--- config.mk ---
export PLATFORM = sky130hd
export DESIGN_NAME = length_prefixed_frame_parser_core
export DESIGN_NICKNAME = d
export VERILOG_FILES = /design/src/sv/lfp_pkg.sv /design/src/sv/length_prefixed_frame_parser_core.sv /design/src/sv/lfp_fsm.sv
export SDC_FILE = /design/constraint.sdc
export NUM_CORES = 1
export LEC_CHECK = 0
export BUFFER_PORTS_ARGS = -buffer_cell sky130_fd_sc_hd__buf_4
export CAP_MARGIN = 20
export CORE_ASPECT_RATIO = 0.6
export CORE_MARGIN = 5
export CORE_UTILIZATION = 58
export CTS_BUF_LIST = sky130_fd_sc_hd__clkbuf_4 sky130_fd_sc_hd__clkbuf_8
export CTS_CLUSTER_DIAMETER = 80
export DETAILED_ROUTE_END_ITERATION = 6
export PLACE_DENSITY = 0.81
export REMOVE_ABC_BUFFERS = 1
export SLEW_MARGIN = 10
export SYNTH_ARGS = -nofsm -noshare
export SYNTH_HDL_FRONTEND = slang
export SYNTH_SLANG_ARGS = --single-unit
--- constraint.sdc ---
create_clock -name i_clk -period 6.7 [get_ports i_clk]
set_input_delay 1.34 -clock i_clk [delete_from_list [all_inputs] [get_ports i_clk]]
set_output_delay 1.34 -clock i_clk [all_outputs]
set_load 0.005 [all_outputs]
--- src/sv/lfp_pkg.sv ---
`default_nettype none
package lfp_pkg;

    localparam int unsigned HeaderBytes = 9;
    localparam logic [7:0]  MarkerReset = 8'd94;

    localparam logic [1:0] KIND_HEADER  = 2'd0;
    localparam logic [1:0] KIND_PAYLOAD = 2'd1;
    localparam logic [1:0] KIND_ERROR   = 2'd2;

    localparam logic [1:0] STATUS_OK        = 2'd0;
    localparam logic [1:0] STATUS_BAD_START = 2'd1;
    localparam logic [1:0] STATUS_TRUNCATED = 2'd2;

    localparam logic [3:0] POS_ID_FIRST = 4'd1;
    localparam logic [3:0] POS_ID_LAST  = 4'd4;
    localparam logic [3:0] POS_VERSION  = 4'd5;
    localparam logic [3:0] POS_TYPE     = 4'd6;
    localparam logic [3:0] POS_LEN_LAST = 4'(HeaderBytes - 1);

    typedef enum logic [2:0] {
        PH_HUNT = 3'b001,
        PH_HEAD = 3'b010,
        PH_BODY = 3'b100
    } t_phase;

    typedef struct packed {
        logic [1:0]  kind;
        logic [1:0]  status;
        logic [31:0] peer_id;
        logic [7:0]  version;
        logic [3:0]  class_hi;
        logic [3:0]  class_lo;
        logic [15:0] payload_length;
        logic [7:0]  payload_byte;
        logic        last;
    } t_result;

endpackage
`default_nettype wire

--- src/sv/length_prefixed_frame_parser_core.sv ---
// output: a result is registered, appearing in the cycle after the byte transfer that causes it
// throughput: one byte per cycle unless o_stall; the output takes a new result as the old one leaves
// a matching marker or non-final header byte gives no result unless the buffer ends; at most one per byte
// reset (synchronous, active low): parser back to hunting, output empty, marker to 94
`default_nettype none
module length_prefixed_frame_parser_core (
    input  wire logic        i_clk,
    input  wire logic        i_rst_n,
    input  wire logic        i_cfg_we,
    input  wire logic [7:0]  i_cfg_data,
    input  wire logic        i_valid,
    output logic             o_stall,
    input  wire logic [7:0]  i_data_byte,
    input  wire logic        i_buffer_end,
    output logic             o_valid,
    input  wire logic        i_stall,
    output logic [1:0]       o_kind,
    output logic [1:0]       o_status,
    output logic [31:0]      o_peer_id,
    output logic [7:0]       o_version,
    output logic [3:0]       o_class_hi,
    output logic [3:0]       o_class_lo,
    output logic [15:0]      o_payload_length,
    output logic [7:0]       o_payload_byte,
    output logic             o_last
);

    logic [7:0]       r_marker;
    logic             r_out_valid, n_out_valid;
    lfp_pkg::t_result r_out;
    lfp_pkg::t_result res;
    logic             res_valid;
    logic             accept;

    assign o_stall = r_out_valid && i_stall;
    assign accept  = i_valid && !o_stall;

    lfp_fsm u_fsm (
        .i_clk        (i_clk),
        .i_rst_n      (i_rst_n),
        .i_accept     (accept),
        .i_data_byte  (i_data_byte),
        .i_buffer_end (i_buffer_end),
        .i_marker     (r_marker),
        .o_res_valid  (res_valid),
        .o_res        (res)
    );

    always_comb begin
        if (accept) begin
            n_out_valid = res_valid;
        end else begin
            n_out_valid = r_out_valid && i_stall;
        end
    end

    always_ff @(posedge i_clk) begin
        if (!i_rst_n) begin
            r_marker    <= lfp_pkg::MarkerReset;
            r_out_valid <= 1'b0;
        end else begin
            if (i_cfg_we) begin
                r_marker <= i_cfg_data;
            end
            r_out_valid <= n_out_valid;
        end
    end

    // result payload
    always_ff @(posedge i_clk) begin
        if (accept && res_valid) begin
            r_out <= res;
        end
    end

    assign o_valid          = r_out_valid;
    assign o_kind           = r_out.kind;
    assign o_status         = r_out.status;
    assign o_peer_id        = r_out.peer_id;
    assign o_version        = r_out.version;
    assign o_class_hi       = r_out.class_hi;
    assign o_class_lo       = r_out.class_lo;
    assign o_payload_length = r_out.payload_length;
    assign o_payload_byte   = r_out.payload_byte;
    assign o_last           = r_out.last;

endmodule
`default_nettype wire

--- src/sv/lfp_fsm.sv ---
`default_nettype none
module lfp_fsm (
    input  wire logic             i_clk,
    input  wire logic             i_rst_n,
    input  wire logic             i_accept,
    input  wire logic [7:0]       i_data_byte,
    input  wire logic             i_buffer_end,
    input  wire logic [7:0]       i_marker,
    output logic                  o_res_valid,
    output lfp_pkg::t_result      o_res
);

    lfp_pkg::t_phase r_phase, n_phase;
    logic [3:0]  r_pos, n_pos;
    logic [31:0] r_id, n_id;
    logic [7:0]  r_version, n_version;
    logic [7:0]  r_type, n_type;
    logic [7:0]  r_len, n_len;
    logic [15:0] r_remaining, n_remaining;

    logic        final_byte;
    logic [15:0] full_len;

    assign final_byte = (r_remaining <= 16'd1);
    assign full_len   = {r_len, i_data_byte};

    always_comb begin
        n_phase     = r_phase;
        n_pos       = r_pos;
        n_id        = r_id;
        n_version   = r_version;
        n_type      = r_type;
        n_len       = r_len;
        n_remaining = r_remaining;
        o_res_valid = 1'b0;
        o_res       = '0;

        unique case (r_phase)
            lfp_pkg::PH_HEAD: begin
                if (r_pos >= lfp_pkg::POS_ID_FIRST && r_pos <= lfp_pkg::POS_ID_LAST) begin
                    n_id = {r_id[23:0], i_data_byte};
                end else if (r_pos == lfp_pkg::POS_VERSION) begin
                    n_version = i_data_byte;
                end else if (r_pos == lfp_pkg::POS_TYPE) begin
                    n_type = i_data_byte;
                end else begin
                    n_len = i_data_byte;
                end
                if (r_pos != lfp_pkg::POS_LEN_LAST) begin
                    n_pos = r_pos + 4'd1;
                    if (i_buffer_end) begin
                        o_res_valid = 1'b1;
                        o_res.kind   = lfp_pkg::KIND_ERROR;
                        o_res.status = lfp_pkg::STATUS_TRUNCATED;
                        n_phase = lfp_pkg::PH_HUNT;
                        n_pos = '0; n_id = '0; n_version = '0; n_type = '0;
                        n_len = '0; n_remaining = '0;
                    end
                end else if (i_buffer_end && full_len != 16'd0) begin
                    o_res_valid = 1'b1;
                    o_res.kind   = lfp_pkg::KIND_ERROR;
                    o_res.status = lfp_pkg::STATUS_TRUNCATED;
                    n_phase = lfp_pkg::PH_HUNT;
                    n_pos = '0; n_id = '0; n_version = '0; n_type = '0;
                    n_len = '0; n_remaining = '0;
                end else begin
                    o_res_valid = 1'b1;
                    o_res.kind           = lfp_pkg::KIND_HEADER;
                    o_res.status         = lfp_pkg::STATUS_OK;
                    o_res.peer_id        = r_id;
                    o_res.version        = r_version;
                    o_res.class_hi       = r_type[7:4];
                    o_res.class_lo       = r_type[3:0];
                    o_res.payload_length = full_len;
                    o_res.last           = (full_len == 16'd0);
                    if (full_len == 16'd0) begin
                        n_phase = lfp_pkg::PH_HUNT;
                        n_pos = '0; n_id = '0; n_version = '0; n_type = '0;
                        n_len = '0; n_remaining = '0;
                    end else begin
                        n_phase     = lfp_pkg::PH_BODY;
                        n_pos       = '0;
                        n_remaining = full_len;
                    end
                end
            end
            lfp_pkg::PH_BODY: begin
                o_res_valid = 1'b1;
                if (i_buffer_end && !final_byte) begin
                    o_res.kind   = lfp_pkg::KIND_ERROR;
                    o_res.status = lfp_pkg::STATUS_TRUNCATED;
                    n_phase = lfp_pkg::PH_HUNT;
                    n_pos = '0; n_id = '0; n_version = '0; n_type = '0;
                    n_len = '0; n_remaining = '0;
                end else begin
                    o_res.kind         = lfp_pkg::KIND_PAYLOAD;
                    o_res.status       = lfp_pkg::STATUS_OK;
                    o_res.payload_byte = i_data_byte;
                    o_res.last         = final_byte;
                    if (final_byte) begin
                        n_phase = lfp_pkg::PH_HUNT;
                        n_pos = '0; n_id = '0; n_version = '0; n_type = '0;
                        n_len = '0; n_remaining = '0;
                    end else begin
                        n_remaining = r_remaining - 16'd1;
                    end
                end
            end
            default: begin
                // hunting, also any stray phase code
                n_phase = lfp_pkg::PH_HUNT;
                n_pos = '0; n_id = '0; n_version = '0; n_type = '0;
                n_len = '0; n_remaining = '0;
                if (i_data_byte != i_marker) begin
                    o_res_valid  = 1'b1;
                    o_res.kind   = lfp_pkg::KIND_ERROR;
                    o_res.status = lfp_pkg::STATUS_BAD_START;
                end else if (i_buffer_end) begin
                    o_res_valid  = 1'b1;
                    o_res.kind   = lfp_pkg::KIND_ERROR;
                    o_res.status = lfp_pkg::STATUS_TRUNCATED;
                end else begin
                    n_phase = lfp_pkg::PH_HEAD;
                    n_pos   = lfp_pkg::POS_ID_FIRST;
                end
            end
        endcase
    end

    always_ff @(posedge i_clk) begin
        if (!i_rst_n) begin
            r_phase     <= lfp_pkg::PH_HUNT;
            r_pos       <= '0;
            r_id        <= '0;
            r_version   <= '0;
            r_type      <= '0;
            r_len       <= '0;
            r_remaining <= '0;
        end else if (i_accept) begin
            r_phase     <= n_phase;
            r_pos       <= n_pos;
            r_id        <= n_id;
            r_version   <= n_version;
            r_type      <= n_type;
            r_len       <= n_len;
            r_remaining <= n_remaining;
        end
    end

endmodule
`default_nettype wire

==> flow_metrics.tcl <==
set metrics [dict create \
    result_of_the_run "complete, no violations" \
    slew_violations 0 \
    yosysTopAreaCellShare_pct 33.05 \
    path_class "input port to flop" \
    vias 5711 \
    clk_pin_slew_worst_paths_ps 90 \
    route.antenna.remaining_nets 0 \
    last_weighted_congestion_value_of_the_routability_driven_placer 0.9839 \
    die_x_um 151.8 \
    clock_latency_ps 460 \
    row_count 31 \
    cts.repair.resized 0 \
    fmax_mhz 318.1 \
    rsz0062_at_grt "false" \
    area.growth.synth_to_final_pct 17.56 \
    layoutNonFillerInstCount 922 \
    tritoncts "done" \
    fp.dieArea_um2 14430 \
    seq_area_frac_synth_pct 58.23 \
    clk_path_buf_depth 2 \
    final-hold-violation-count 0 \
    average_instance_area_after_synthesis_um2 10.43 \
    cts.hold.buffers_added 0 \
    multi_input_gate_area_um2 2649 \
    cellPowerDensity_nw_per_um2 233.3 \
    coreArea_um2 11950 \
    cts.htree.levels 4 \
    number_of_antenna_violations_at_the_first_check_in_global_routing 0 \
    setup_fix_buffers_added_after_clock_tree_synthesis 0 \
    kind_of_end_point_of_the_critical_path "flop" \
    share_of_layout_cells_above_drive_strength_1_pct 20.61 \
    final-setup-viol-count 0 \
    startpoint_type "input port" \
    synth_flop_cell "sky130_fd_sc_hd__dfxtp_1" \
    register_bit_total_from_synthesis 165 \
    static-leakage-power_nw 2.999 \
    grt_max_degree 85 \
    avgRoutedWirePerCell_um 19.29 \
    syn_area_um2 6997 \
    worstMarginPinSlew_ps 1104 \
    grt.total_usage_pct 25.00 \
    first_global_vias 5283 \
    drc 0 \
    place.port_buffers 100 \
    synth_edf_count 77 \
    antenna_diodes 0 \
    synth.area.top_cells "sky130_fd_sc_hd__edfxtp_1, sky130_fd_sc_hd__dfxtp_1, sky130_fd_sc_hd__and2_1" \
    route.final.wire_length_um 17780 \
    synth-async-reset-ratio_pct 0 \
    min_period_over_period_pct 46.92 \
    tritoncts.num_buffers 17 \
    irDropWorstVdd_uv 145.0 \
    max_cap_check_violation_count 0 \
    ys_types 54 \
    clock_sink_count 165 \
    total_half_perimeter_wirelength_after_legalization_and_detailed_placement_um 11710 \
    placed_cells 889 \
    die_h_um 95.08 \
    grt.overflow.total 0 \
    viasPerCell 6.194 \
    clock_skew_ps 14.45 \
    fin_crit_ps 3143 \
    worstHoldPathType "flop to flop" \
    slew_headroom_pct 26.38 \
    root_buffer "sky130_fd_sc_hd__clkbuf_8" \
    ys.warnings.count 0 \
    netlist.top_cell.by_area "sky130_fd_sc_hd__edfxtp_1" \
    syn_inst 671 \
    cp.arrival_ps 3430 \
    grt_pass1_wl_um 27610 \
    fillers 909 \
    regArea_um2 4074 \
    number_of_primary_i_o_pins 101 \
    first_iter_violations 580 \
    drt_pre_antenna_iters 5 \
    sum_of_negative_setup_slack_ps 0 \
    floorplan.initialDensity_pct 58.57 \
    worstPathRequired_ps 6990 \
    nNetsFinal 772 \
    worst-path-max-fanout 64 \
]
[synth_stat cells (all sizes together), types with 8 or more instances]
cell type	number
dfxtp	88
edfxtp	77
a21oi	69
and2	67
o21ai	65
nand3	61
clkbuf	38
buf	19
nand2	18
nor2	18
inv	15
o22ai	13
nor4	11
a32oi	9
nor2b	9
nor3	9
xnor2	9
mux2i	8
[metal layers]
| metal | up-vias | GRT usage [%] | part of all wire (%) |
|---|---|---|---|
| met2 | 297 | 37.08 | 46 |
| met3 | 41 | 8.361 | 10 |
| met1 | 2772 | 35.03 | 42 |
| met5 | - | 0 | 0 |
| met4 | 0 | 7.773 | 1.8 |
| li1 | 2601 | - | - |
[cell families after synthesis]
kind of cell / Yosys count / synth area share [%]
xor gates and xnor gates: 10 / 1.252
adders and majority gates: 6 / 1.073
AOI/OAI and AO/OA: 186 / 15.52
and+or+nand+nor: 224 / 18.49
buffers and inverters: 72 / 4.292
muxes: 8 / 1.145
DFF: 165 / 58.23
[cell usage in the layout (no fill, tap or decap), types with 3 or more instances in the layout]
cell type,Yosys,routed
sky130_fd_sc_hd__buf_4,0,109
sky130_fd_sc_hd__a31oi_1,7,7
sky130_fd_sc_hd__ha_1,6,6
sky130_fd_sc_hd__nand2_1,18,18
sky130_fd_sc_hd__clkinvlp_4,0,4
sky130_fd_sc_hd__clkbuf_8,0,17
sky130_fd_sc_hd__nand2b_1,4,4
sky130_fd_sc_hd__o31a_1,3,3
sky130_fd_sc_hd__edfxtp_1,77,77
sky130_fd_sc_hd__xnor2_1,9,9
sky130_fd_sc_hd__nand3_1,61,61
sky130_fd_sc_hd__a32oi_1,9,9
sky130_fd_sc_hd__nor3_1,9,9
sky130_fd_sc_hd__or4_1,5,5
sky130_fd_sc_hd__a21oi_1,69,69
sky130_fd_sc_hd__inv_1,15,15
sky130_fd_sc_hd__o21ai_0,65,64
sky130_fd_sc_hd__and2_1,67,67
sky130_fd_sc_hd__nor3b_1,3,3
sky130_fd_sc_hd__inv_6,0,5
sky130_fd_sc_hd__mux2i_1,8,8
sky130_fd_sc_hd__nand4_1,7,7
sky130_fd_sc_hd__nor4_1,9,8
sky130_fd_sc_hd__nor2b_1,9,9
sky130_fd_sc_hd__dfxtp_1,88,88
sky130_fd_sc_hd__nor2_1,18,17
sky130_fd_sc_hd__o22ai_1,13,13
[sequential cells by signal (all words and copies together), names as in the netlist]
name / flops
o_valid: 1
u_fsm.r_len: 8
o_status: 2
u_fsm.r_phase: 3
u_fsm.r_pos: 4
u_fsm.r_id: 32
o_last: 1
o_peer_id: 32
o_payload_byte: 8
o_kind: 2
o_class_hi: 4
r_marker: 8
o_payload_length: 16
u_fsm.r_type: 8
u_fsm.r_version: 8
o_version: 8
u_fsm.r_remaining: 16
o_class_lo: 4
[layout make-up]
class / instances / share of cell area, %
clock buffer: 18 / 2.936
sequential: 165 / 49.53
multi-input combinational: 434 / 32.20
timing repair buffer: 111 / 10.44
tap: 165 / 2.510
clock inverter: 14 / 1.704
inverter: 15 / 0.6845
[report_power, final]
group,total [mW],leakage [nW],internal (mW),switching [mW]
registers,1.09,1.50,1.08,0.0147
clock network,0.697,0.184,0.308,0.389
logic,0.129,1.32,0.0536,0.0749
[worst max-delay path, cell delays in order]
cell and delay (ps):
sky130_fd_sc_hd__buf_4 170, sky130_fd_sc_hd__nor4_1 310, sky130_fd_sc_hd__nand4_1 340, sky130_fd_sc_hd__a2111oi_4 440, sky130_fd_sc_hd__buf_4 500, sky130_fd_sc_hd__and2_1 300
[through the flow]
| step | cell area [µm²] | setup slack, ps | hold slack [ps] | utilization, % | power, mW |
|---|---|---|---|---|---|
| 2_1_floorplan | 6753 | 328.7 | 448.6 | - | 1.165 |
| 3_3_place_gp | 7804 | 2983 | 456.5 | 65.32 | 1.235 |
| 3_5_place_dp | 7824 | 3033 | 463.2 | 65.49 | 1.242 |
| 4_1_cts | 8205 | 3390 | 475.8 | 68.68 | 1.921 |
| 5_1_grt | 8225 | 3507 | 493.7 | 68.85 | 1.988 |
| 6_report | 8225 | 3557 | 475.8 | 68.85 | 1.919 |
[final timing paths]
path | from | to | slack [ps] | depth (start not counted)
worst max-delay path | i_data_byte[3] | o_payload_length[7] | 3560 | 6
worst min-delay path | u_fsm.r_version[3] | u_fsm.r_version[3] | 480 | 2
worst max register to register | u_fsm.r_remaining[4] | u_fsm.r_version[7] | 3650 | 7
worst min register to register | u_fsm.r_version[3] | u_fsm.r_version[3] | 480 | 2
No activity file was read; power rests on OpenSTA's default activity.
